===== config.mk =====
export PLATFORM = sky130hd
export DESIGN_NAME = mandelbrot_escape_time_top_flat
export DESIGN_NICKNAME = d
export VERILOG_FILES = /design/src/hw/rtl/met_pkg.sv /design/src/hw/rtl/met_point_if.sv /design/src/hw/rtl/met_result_if.sv /design/src/hw/rtl/met_mul_unit.sv /design/src/hw/rtl/mandelbrot_escape_time_top.sv /design/src/flat_wrapper.sv
export SDC_FILE = /design/constraint.sdc
export NUM_CORES = 2
export LEC_CHECK = 0
export BUFFER_PORTS_ARGS = -buffer_cell sky130_fd_sc_hd__buf_2
export CAP_MARGIN = 20
export CORE_ASPECT_RATIO = 1.5
export CORE_MARGIN = 1.5
export CORE_UTILIZATION = 55
export DETAILED_ROUTE_END_ITERATION = 10
export PLACE_DENSITY = 0.82
export SYNTH_ARGS = -nofsm -noshare
export SYNTH_HDL_FRONTEND = slang
export SYNTH_HIERARCHICAL = 1
export SYNTH_SLANG_ARGS = --single-unit
export TNS_END_PERCENT = 100

===== constraint.sdc =====
create_clock -name clk -period 11.55 [get_ports clk]
set_clock_uncertainty 0.2 [all_clocks]
set_input_delay 0.5775 -clock clk [delete_from_list [all_inputs] [get_ports clk]]
set_output_delay 0.5775 -clock clk [all_outputs]
set_load 0.05 [all_outputs]

===== src/hw/rtl/met_pkg.sv =====
package met_pkg;

    // Default geometry of the fixed-point coordinates (Q4.28).
    localparam int COORD_WIDTH_DEF = 32;
    localparam int FRAC_BITS_DEF   = 28;

    // Iteration count and limit register.
    localparam int COUNT_W = 16;
    localparam logic [COUNT_W-1:0] MAX_ITER_RESET = 16'd500;

    // Which product the shared multiplier is working on.
    typedef enum logic [1:0] {
        OP_XX = 2'd0,
        OP_YY = 2'd1,
        OP_XY = 2'd2
    } met_op_t;

    // Tag that travels with one partial product through the multiplier.
    typedef struct packed {
        met_op_t    op;
        logic [1:0] shift;
    } met_tag_t;

endpackage


===== src/hw/rtl/met_point_if.sv =====
interface met_point_if #(
    parameter int COORD_WIDTH = met_pkg::COORD_WIDTH_DEF
);
    logic                          valid;
    logic                          ready;
    logic signed [COORD_WIDTH-1:0] c_re;
    logic signed [COORD_WIDTH-1:0] c_im;

    modport source (output valid, output c_re, output c_im, input ready);
    modport sink   (input valid, input c_re, input c_im, output ready);
endinterface


===== src/hw/rtl/met_result_if.sv =====
interface met_result_if;
    logic                            valid;
    logic                            ready;
    logic [met_pkg::COUNT_W-1:0]     escape_count;
    logic                            in_set;

    modport source (output valid, output escape_count, output in_set, input ready);
    modport sink   (input valid, input escape_count, input in_set, output ready);
endinterface


===== src/hw/rtl/met_mul_unit.sv =====
module met_mul_unit #(
    parameter int CH_WIDTH = 32
) (
    input  logic                    clk,
    input  logic                    rst_n,
    input  logic                    issue,
    input  logic [CH_WIDTH-1:0]     a,
    input  logic [CH_WIDTH-1:0]     b,
    input  met_pkg::met_tag_t       tag_in,
    output logic                    pp_vld,
    output logic [2*CH_WIDTH-1:0]   pp,
    output met_pkg::met_tag_t       tag_out
);
    import met_pkg::*;

    logic                  vld_reg;
    logic [2*CH_WIDTH-1:0] prod_reg;
    met_tag_t              tag_reg;

    // Valid flag of the product register.
    always_ff @(posedge clk or negedge rst_n)
    begin
        if (!rst_n)
        begin
            vld_reg <= 1'b0;
        end
        else
        begin
            vld_reg <= issue;
        end
    end

    // One unsigned chunk product per cycle, registered with its tag.
    always_ff @(posedge clk)
    begin
        if (issue)
        begin
            prod_reg <= a * b;
            tag_reg  <= tag_in;
        end
    end

    assign pp_vld  = vld_reg;
    assign pp      = prod_reg;
    assign tag_out = tag_reg;

endmodule


===== src/hw/rtl/mandelbrot_escape_time_top.sv =====
// Mandelbrot escape-time unit.
// The point channel takes one complex point c (c_re, c_im, signed fixed point
// with FRAC_BITS fraction bits). The unit iterates z = z*z + c from z = c and
// returns on the result channel the step at which |z|^2 >= 4 first held, or
// max_iter with in_set high if it never did. max_iter is written through
// cfg_wr_en/cfg_wr_data; the user must write it only while the unit is idle,
// as the block itself does not enforce this. It resets to 500.
// Each iteration runs on the shared multiplier in steps: a magnitude step,
// 3*P multiply issues plus one drain step, the escape test and the update,
// where P is the number of chunk products per square (1 for coordinates up to
// 32 bits, 4 for up to 64 bits). A max_iter of zero finishes a point at once,
// with no iteration.
// The unit takes one point at a time. A finished result waits in an output
// register; a new point is accepted while it waits, and the unit holds its
// finished count if the receiver still stalls when the next result is ready.
// Reset clears all control state and loads max_iter with its default.
module mandelbrot_escape_time_top #(
    parameter int COORD_WIDTH = met_pkg::COORD_WIDTH_DEF,
    parameter int FRAC_BITS   = met_pkg::FRAC_BITS_DEF
) (
    input  logic                        clk,
    input  logic                        rst_n,
    input  logic                        cfg_wr_en,
    input  logic [met_pkg::COUNT_W-1:0] cfg_wr_data,
    met_point_if.sink                   point,
    met_result_if.source                result
);
    import met_pkg::*;

    localparam int W    = COORD_WIDTH;
    localparam int NCH  = (W + 31) / 32;
    localparam int CH   = (W + NCH - 1) / NCH;
    localparam int MW   = NCH * CH;
    localparam int NPP  = NCH * NCH;
    localparam int PW   = (NPP > 1) ? $clog2(NPP) : 1;
    localparam int AW   = 2 * MW;
    localparam int DW   = AW + 1;
    localparam int SW   = DW + 1;
    localparam int CMPW = (AW + 1 > 2 * FRAC_BITS + 3) ? AW + 1 : 2 * FRAC_BITS + 3;
    localparam logic [CMPW-1:0] FOUR = {{(CMPW-1){1'b0}}, 1'b1} << (2 * FRAC_BITS + 2);
    localparam logic [PW-1:0]   LAST_PART = PW'(NPP - 1);
    localparam logic signed [W-1:0] COORD_MAX = {1'b0, {(W-1){1'b1}}};
    localparam logic signed [W-1:0] COORD_MIN = {1'b1, {(W-1){1'b0}}};

    typedef enum logic [4:0] {
        S_IDLE   = 5'b00001,
        S_PREP   = 5'b00010,
        S_MUL    = 5'b00100,
        S_CHECK  = 5'b01000,
        S_UPDATE = 5'b10000
    } met_state_t;

    // Control registers.
    met_state_t         state_reg, state_next;
    logic               fin_reg, fin_next;
    logic [COUNT_W-1:0] max_iter_reg, max_iter_next;
    logic [COUNT_W-1:0] iter_reg, iter_next;
    met_op_t            op_reg, op_next;
    logic [PW-1:0]      part_reg, part_next;
    logic               iss_done_reg, iss_done_next;
    logic               res_valid_reg, res_valid_next;

    // Datapath registers.
    logic signed [W-1:0]  c_re_reg, c_im_reg, x_reg, y_reg, x_next, y_next;
    logic [W-1:0]         ax_reg, ay_reg, ax_next, ay_next;
    logic [AW-1:0]        xx_reg, yy_reg, xy_reg, xx_next, yy_next, xy_next;
    logic signed [DW-1:0] diff_reg, cross_reg, diff_next, cross_next;
    logic [COUNT_W-1:0]   fin_count_reg, fin_count_next;
    logic                 fin_in_set_reg, fin_in_set_next;
    logic [COUNT_W-1:0]   res_count_reg, res_count_next;
    logic                 res_in_set_reg, res_in_set_next;

    // Multiplier interface.
    logic                issue;
    logic [CH-1:0]       mul_a, mul_b;
    met_tag_t            tag_in, tag_out;
    logic                pp_vld;
    logic [2*CH-1:0]     pp;
    logic [PW-1:0]       ia, jb;
    logic [MW-1:0]       a_pad, b_pad;
    logic [AW-1:0]       pp_shifted;

    // Escape test and update terms.
    logic [CMPW-1:0]      mag_sum;
    logic signed [DW-1:0] cross_pos;
    logic signed [SW-1:0] sum_re, sum_im;
    logic                 accept, slot_free;

    assign accept    = point.valid && point.ready;
    assign slot_free = !res_valid_reg || result.ready;

    // Chunk selection for the current partial product.
    always_comb
    begin
        ia     = PW'(part_reg / NCH);
        jb     = PW'(part_reg % NCH);
        a_pad  = (op_reg == OP_YY) ? MW'(ay_reg) : MW'(ax_reg);
        b_pad  = (op_reg == OP_XX) ? MW'(ax_reg) : MW'(ay_reg);
        mul_a  = CH'(a_pad >> (ia * CH));
        mul_b  = CH'(b_pad >> (jb * CH));
        tag_in.op    = op_reg;
        tag_in.shift = 2'(ia) + 2'(jb);
        issue  = (state_reg == S_MUL) && !iss_done_reg;
    end

    met_mul_unit #(
        .CH_WIDTH (CH)
    ) u_mul (
        .clk     (clk),
        .rst_n   (rst_n),
        .issue   (issue),
        .a       (mul_a),
        .b       (mul_b),
        .tag_in  (tag_in),
        .pp_vld  (pp_vld),
        .pp      (pp),
        .tag_out (tag_out)
    );

    // Escape test and next z, from the registered squares and differences.
    always_comb
    begin
        pp_shifted = AW'(pp) << (tag_out.shift * CH);
        mag_sum    = CMPW'(xx_reg) + CMPW'(yy_reg);
        cross_pos  = $signed({xy_reg, 1'b0});
        sum_re     = (SW'(diff_reg) >>> FRAC_BITS) + SW'(c_re_reg);
        sum_im     = (SW'(cross_reg) >>> FRAC_BITS) + SW'(c_im_reg);
    end

    // Sequencer.
    always_comb
    begin
        state_next      = state_reg;
        fin_next        = fin_reg;
        max_iter_next   = max_iter_reg;
        iter_next       = iter_reg;
        op_next         = op_reg;
        part_next       = part_reg;
        iss_done_next   = iss_done_reg;
        res_valid_next  = res_valid_reg;
        x_next          = x_reg;
        y_next          = y_reg;
        ax_next         = ax_reg;
        ay_next         = ay_reg;
        xx_next         = xx_reg;
        yy_next         = yy_reg;
        xy_next         = xy_reg;
        diff_next       = diff_reg;
        cross_next      = cross_reg;
        fin_count_next  = fin_count_reg;
        fin_in_set_next = fin_in_set_reg;
        res_count_next  = res_count_reg;
        res_in_set_next = res_in_set_reg;

        if (cfg_wr_en)
        begin
            max_iter_next = cfg_wr_data;
        end

        // Accumulate chunk products into the square being formed.
        if (pp_vld)
        begin
            case (tag_out.op)
                OP_XX:   xx_next = xx_reg + pp_shifted;
                OP_YY:   yy_next = yy_reg + pp_shifted;
                OP_XY:   xy_next = xy_reg + pp_shifted;
                default: xy_next = xy_reg;
            endcase
        end

        unique case (state_reg)
            S_IDLE:
            begin
                if (accept)
                begin
                    x_next    = point.c_re;
                    y_next    = point.c_im;
                    iter_next = '0;
                    if (max_iter_reg == '0)
                    begin
                        fin_count_next  = '0;
                        fin_in_set_next = 1'b1;
                        fin_next        = 1'b1;
                    end
                    else
                    begin
                        state_next = S_PREP;
                    end
                end
            end
            S_PREP:
            begin
                ax_next       = x_reg[W-1] ? W'(-x_reg) : W'(x_reg);
                ay_next       = y_reg[W-1] ? W'(-y_reg) : W'(y_reg);
                xx_next       = '0;
                yy_next       = '0;
                xy_next       = '0;
                op_next       = OP_XX;
                part_next     = '0;
                iss_done_next = 1'b0;
                state_next    = S_MUL;
            end
            S_MUL:
            begin
                if (iss_done_reg)
                begin
                    state_next = S_CHECK;
                end
                else if (part_reg == LAST_PART)
                begin
                    part_next = '0;
                    case (op_reg)
                        OP_XX:   op_next = OP_YY;
                        OP_YY:   op_next = OP_XY;
                        default: iss_done_next = 1'b1;
                    endcase
                end
                else
                begin
                    part_next = part_reg + 1'b1;
                end
            end
            S_CHECK:
            begin
                if (mag_sum >= FOUR)
                begin
                    fin_count_next  = iter_reg;
                    fin_in_set_next = 1'b0;
                    fin_next        = 1'b1;
                    state_next      = S_IDLE;
                end
                else
                begin
                    diff_next  = $signed({1'b0, xx_reg}) - $signed({1'b0, yy_reg});
                    cross_next = (x_reg[W-1] != y_reg[W-1]) ? -cross_pos : cross_pos;
                    state_next = S_UPDATE;
                end
            end
            S_UPDATE:
            begin
                // Saturate the new z to the coordinate range.
                if ((&sum_re[SW-1:W-1]) || !(|sum_re[SW-1:W-1]))
                begin
                    x_next = sum_re[W-1:0];
                end
                else
                begin
                    x_next = sum_re[SW-1] ? COORD_MIN : COORD_MAX;
                end
                if ((&sum_im[SW-1:W-1]) || !(|sum_im[SW-1:W-1]))
                begin
                    y_next = sum_im[W-1:0];
                end
                else
                begin
                    y_next = sum_im[SW-1] ? COORD_MIN : COORD_MAX;
                end
                iter_next = iter_reg + 1'b1;
                if (iter_next == max_iter_reg)
                begin
                    fin_count_next  = max_iter_reg;
                    fin_in_set_next = 1'b1;
                    fin_next        = 1'b1;
                    state_next      = S_IDLE;
                end
                else
                begin
                    state_next = S_PREP;
                end
            end
            default:
            begin
                state_next = S_IDLE;
            end
        endcase

        // Output register: drain on ready, load a finished result when free.
        if (result.ready)
        begin
            res_valid_next = 1'b0;
        end
        if (fin_reg && slot_free)
        begin
            res_valid_next  = 1'b1;
            res_count_next  = fin_count_reg;
            res_in_set_next = fin_in_set_reg;
            fin_next        = 1'b0;
        end
    end

    // A new point is taken only when no finished result is held back.
    assign point.ready = (state_reg == S_IDLE) && !fin_reg;

    // Control state.
    always_ff @(posedge clk or negedge rst_n)
    begin
        if (!rst_n)
        begin
            state_reg     <= S_IDLE;
            fin_reg       <= 1'b0;
            max_iter_reg  <= MAX_ITER_RESET;
            iter_reg      <= '0;
            op_reg        <= OP_XX;
            part_reg      <= '0;
            iss_done_reg  <= 1'b0;
            res_valid_reg <= 1'b0;
        end
        else
        begin
            state_reg     <= state_next;
            fin_reg       <= fin_next;
            max_iter_reg  <= max_iter_next;
            iter_reg      <= iter_next;
            op_reg        <= op_next;
            part_reg      <= part_next;
            iss_done_reg  <= iss_done_next;
            res_valid_reg <= res_valid_next;
        end
    end

    // Datapath state.
    always_ff @(posedge clk)
    begin
        if (accept)
        begin
            c_re_reg <= point.c_re;
            c_im_reg <= point.c_im;
        end
        x_reg          <= x_next;
        y_reg          <= y_next;
        ax_reg         <= ax_next;
        ay_reg         <= ay_next;
        xx_reg         <= xx_next;
        yy_reg         <= yy_next;
        xy_reg         <= xy_next;
        diff_reg       <= diff_next;
        cross_reg      <= cross_next;
        fin_count_reg  <= fin_count_next;
        fin_in_set_reg <= fin_in_set_next;
        res_count_reg  <= res_count_next;
        res_in_set_reg <= res_in_set_next;
    end

    assign result.valid        = res_valid_reg;
    assign result.escape_count = res_count_reg;
    assign result.in_set       = res_in_set_reg;

    // An accepted point either starts iterating or finishes at once.
    a_accept_next: assert property (@(posedge clk) disable iff (!rst_n)
        accept |=> (state_reg == S_PREP) || fin_reg)
        else $error("accepted point did not start or finish");

    // Chunk products only come back while the multiply phase runs.
    a_pp_in_mul: assert property (@(posedge clk) disable iff (!rst_n)
        pp_vld |-> (state_reg == S_MUL))
        else $error("partial product outside multiply phase");

    // The escape test only follows a fully drained multiply phase.
    a_check_after_drain: assert property (@(posedge clk) disable iff (!rst_n)
        (state_reg == S_CHECK) |-> $past(iss_done_reg) && $past(state_reg == S_MUL))
        else $error("escape test before squares were complete");

    // The output register is only loaded from a finished computation.
    a_res_from_fin: assert property (@(posedge clk) disable iff (!rst_n)
        $rose(res_valid_reg) |-> $past(fin_reg))
        else $error("result appeared without a finished point");

endmodule


===== src/flat_wrapper.sv =====
// flat-port wrapper written by rule: the top's interface ports become plain ports
module mandelbrot_escape_time_top_flat import met_pkg::*;
#(
    parameter int COORD_WIDTH = met_pkg::COORD_WIDTH_DEF,
    parameter int FRAC_BITS   = met_pkg::FRAC_BITS_DEF
)
  (clk, rst_n, cfg_wr_en, cfg_wr_data, point_valid, point_c_re, point_c_im, point_ready, result_valid, result_escape_count, result_in_set, result_ready);
  met_point_if #(.COORD_WIDTH(COORD_WIDTH)) point_i ();
  met_result_if result_i ();
  input  logic clk;
  input  logic rst_n;
  input  logic cfg_wr_en;
  input  logic [met_pkg::COUNT_W-1:0] cfg_wr_data;
  input wire logic [$bits(point_i.valid)-1:0] point_valid;
  input wire logic [$bits(point_i.c_re)-1:0] point_c_re;
  input wire logic [$bits(point_i.c_im)-1:0] point_c_im;
  output wire logic [$bits(point_i.ready)-1:0] point_ready;
  output wire logic [$bits(result_i.valid)-1:0] result_valid;
  output wire logic [$bits(result_i.escape_count)-1:0] result_escape_count;
  output wire logic [$bits(result_i.in_set)-1:0] result_in_set;
  input wire logic [$bits(result_i.ready)-1:0] result_ready;
  assign point_i.valid = point_valid;
  assign point_i.c_re = point_c_re;
  assign point_i.c_im = point_c_im;
  assign point_ready = point_i.ready;
  assign result_valid = result_i.valid;
  assign result_escape_count = result_i.escape_count;
  assign result_in_set = result_i.in_set;
  assign result_i.ready = result_ready;
  mandelbrot_escape_time_top #(.COORD_WIDTH(COORD_WIDTH), .FRAC_BITS(FRAC_BITS)) u_core (.clk(clk), .rst_n(rst_n), .cfg_wr_en(cfg_wr_en), .cfg_wr_data(cfg_wr_data), .point(point_i), .result(result_i));
endmodule

==> metrics.csv <==
stage,metric,value,unit
placement,gp_congestion,1.01,
setup_path,crit_chain,nand2b_1 -> buf_4 -> mux2_2 -> and2_1 -> fa_1 -> inv_1 -> fa_1 -> fa_1 -> fa_1 -> inv_1 -> fa_1 -> fa_1 -> fa_1 -> fa_1 -> ha_1 -> nand2_1 -> o21ai_0 -> nand4_1 -> nand2_1 -> a21oi_1 -> o32ai_1 -> o21ai_1 -> o21ai_0 -> xor2_1,
min_path,hold_start,cfg_wr_en,
drt,ant_nets,0,
min_path,worstHoldEndpoint,u_core/max_iter_reg[3]$_DFFE_PN0P_,
timing,hold_viol,0,
logic_synthesis,synth-edff-count,368,
cts,cts_root_buf,clkbuf_16,
placement,dp_slack,1.57,ns
setup_path,critical_path_arrival,10.57,ns
cts,cts_max_level,2,
drt,drtPass1Iterations,6,
timing,finalCritPeriodShare,0.893,
min_path,hp-class,input port to register,
setup_path,path_max_fanout,32,
timing,setup_viol,0,
die,core_area,0.138,mm2
timing,maxSlewViolCount,0,
timing,grt_setup_unrepaired,false,
logic_synthesis,synth_ff_type,edfxtp_1,
global_route,grt_usage,0.334,
logic_synthesis,ys_async_sr_fraction,0.0713,
placement,port_buffers,103,
cts,clk_pin_slew,0.07,ns
drt,via_per_inst,6.05,
setup_path,reg2reg_slack,1.24,ns
cts,cts_resized,0,
cts,cts_tree,yes,
die,dieArea,0.142,mm2
cts,cts_setup_buffers,0,
die,rows,167,
global_route,grt.overflow.total,0,
logic_synthesis,syn_area,0.0767,mm2
cts,cts_sinks,603,
die,fp.dieH,460,um
placement,dp.cells,10100,
drt,drc,0,
setup_path,cp_slowest_cell,o32ai_1,
finish,final_common_cell,inv_1,
global_route,met2_usage,0.601,
setup_path,r2r_start,u_core/op_reg[1]$_DFFE_PN0P_,
global_route,antenna_found_initial,13,
finish,drive_gt1_frac,0.0475,
setup_path,required,11.81,ns
finish,finalNonFillerCells,10300,
die,start_util,0.555,
timing,tns,0,ns
drt,vias,62600,
logic_synthesis,yosysUniqueCellTypes,98,
cts,cts_buffers,55,
global_route,grt_pass1_wl,366000,um
timing,timing.final.crit_period,10.31,ns
die,io_pins,104,
timing,timing.final.ws_setup,1.24,ns
drt,drt_iter0_drc,4793,
setup_path,timing.rr.end,u_core/u_mul/pp[62]$_DFFE_PP_,
setup_path,start_kind,register,
global_route,gr-usage-met1,0.368,
logic_synthesis,syn_inst,8547,
outcome,outcome,completed,
logic_synthesis,yosys_register_bits,603,
min_path,min_delay_path_depth,2,
setup_path,crit_path_max_incr_delay,0.86,ns
global_route,grt_pass1_vias,65000,
cts,clock_path_buffers,3,
drt,wl,237000,um
setup_path,r2r_cells,24,
timing,fmax,97.0,MHz
global_route,top_usage_layer,met2,
setup_path,endpoint_kind,register,
finish,fillers,12000,
drt,wl_per_cell,23.0,um
run,cap_violations,0,
timing,max_slew_margin,0.222,
finish,syn2layout_area_growth,5.80,%
setup_path,crit_type,register to register,
global_route,met3_usage,0.0437,
die,die_w,308,um
finish,layout_common_cells,"inv_1, nand2_1, fa_1",
cts,clk_latency,0.69,ns
cts,ctsHoldBuffers,82,
setup_path,cp_common_cell,fa_1,
global_route,grt_max_degree,105,
finish,fin_nets,10100,
logic_synthesis,yosysWarnings,6,
logic_synthesis,syn_avg_cell_area,8.98,um2
logic_synthesis,synth-seq-area-share,0.208,
placement,place_hpwl,187000,um
timing,worst_pin_slew,1.14,ns
worst max-delay path by stage:
| stage | from | endpoint | slack, ns | cells past startpoint |
|---|---|---|---|---|
| global placement | u_core/op_reg[1]$_DFFE_PN0P_ | u_core/u_mul/pp[62]$_DFFE_PP_ | 1.62 | 24 |
| global route | u_core/op_reg[1]$_DFFE_PN0P_ | u_core/u_mul/pp[62]$_DFFE_PP_ | 1.05 | 24 |
| detailed placement | u_core/op_reg[1]$_DFFE_PN0P_ | u_core/u_mul/pp[62]$_DFFE_PP_ | 1.57 | 24 |
| finish | u_core/op_reg[1]$_DFFE_PN0P_ | u_core/u_mul/pp[62]$_DFFE_PP_ | 1.24 | 24 |
| floorplan | u_core/op_reg[1]$_DFFE_PN0P_ | u_core/u_mul/pp[61]$_DFFE_PP_ | 2.94 | 29 |
| CTS | u_core/op_reg[1]$_DFFE_PN0P_ | u_core/u_mul/pp[62]$_DFFE_PP_ | 1.48 | 24 |
stage by stage:
stage	hold WS [ns]	utilization	instance area, um2
finish	0.198	0.587	81200
floorplan	0.0819	-	76700
detailed placement	0.206	0.567	78400
global placement	0.203	0.567	78400
global route	0.212	0.587	81200
CTS	0.161	0.587	81200
routing by layer:
| layer | up-vias | routed length [um] |
|---|---|---|
| met3 | 826 | 15100 |
| met4 | 8 | 17500 |
| met2 | 2654 | 121000 |
| li1 | 28100 | - |
| met1 | 31000 | 83700 |
| met5 | - | 51 |
synth_stat cells (38+ instances only):
cell	number	area, um2
nand4_1	73	457
and3_1	48	300
a31oi_1	41	257
edfxtp_1	368	11100
and2_1	645	4040
nand2_1	1003	3760
o21a_1	43	323
dfxtp_1	192	3840
mux2_2	82	923
a221o_1	42	420
fa_1	902	18100
o31ai_1	47	353
nand2b_1	71	444
nor2_1	378	1420
inv_1	1075	4040
ha_1	657	8220
xnor2_1	323	2830
nor3_1	80	400
o21ai_0	338	1690
a21o_1	191	1430
mux2i_1	38	380
xor2_1	123	1080
nor4_1	44	275
a211oi_1	56	420
o21bai_1	97	728
nand3_1	109	546
a21oi_1	613	3070
clkbuf_1	389	1460
nor2b_1	56	350
critical path, delay by kind of cell (launching register included):
| family | cells | cell delay (ns) |
|---|---|---|
| AO/OA/AOI/OAI | 5 | 1.88 |
| XOR/XNOR | 1 | 0.28 |
| adder cells (fa/ha/maj) | 9 | 4.58 |
| buffers and inverters | 3 | 0.47 |
| flip-flops | 1 | 0.46 |
| multiplexers | 1 | 0.64 |
| AND/OR/NAND/NOR | 5 | 1.54 |
cells by family after synthesis:
group,Yosys count,share of synthesized area
other,1,0.0000489
XOR/XNOR,446,0.0509
multiplexers,120,0.0170
AND/OR/NAND/NOR,2625,0.168
adder cells (fa/ha/maj),1559,0.342
flip-flops,603,0.208
buffers and inverters,1486,0.0727
AO/OA/AOI/OAI,1707,0.140
cell type report:
class | instances | area [um2] | share of cell area
well taps | 1859 | 2330 | 0.0286
inverters | 1077 | 4050 | 0.0499
diodes | 10 | 25.0 | 0.000308
flip-flops and latches | 603 | 16000 | 0.197
multi-input cells | 6459 | 55300 | 0.681
clock inverters | 29 | 384 | 0.00473
repair buffers | 225 | 1640 | 0.0202
clock buffers | 75 | 1520 | 0.0187
Power is not shown: default switching activity piles up to over one toggle a cycle in this logic, so the estimate is an artifact.
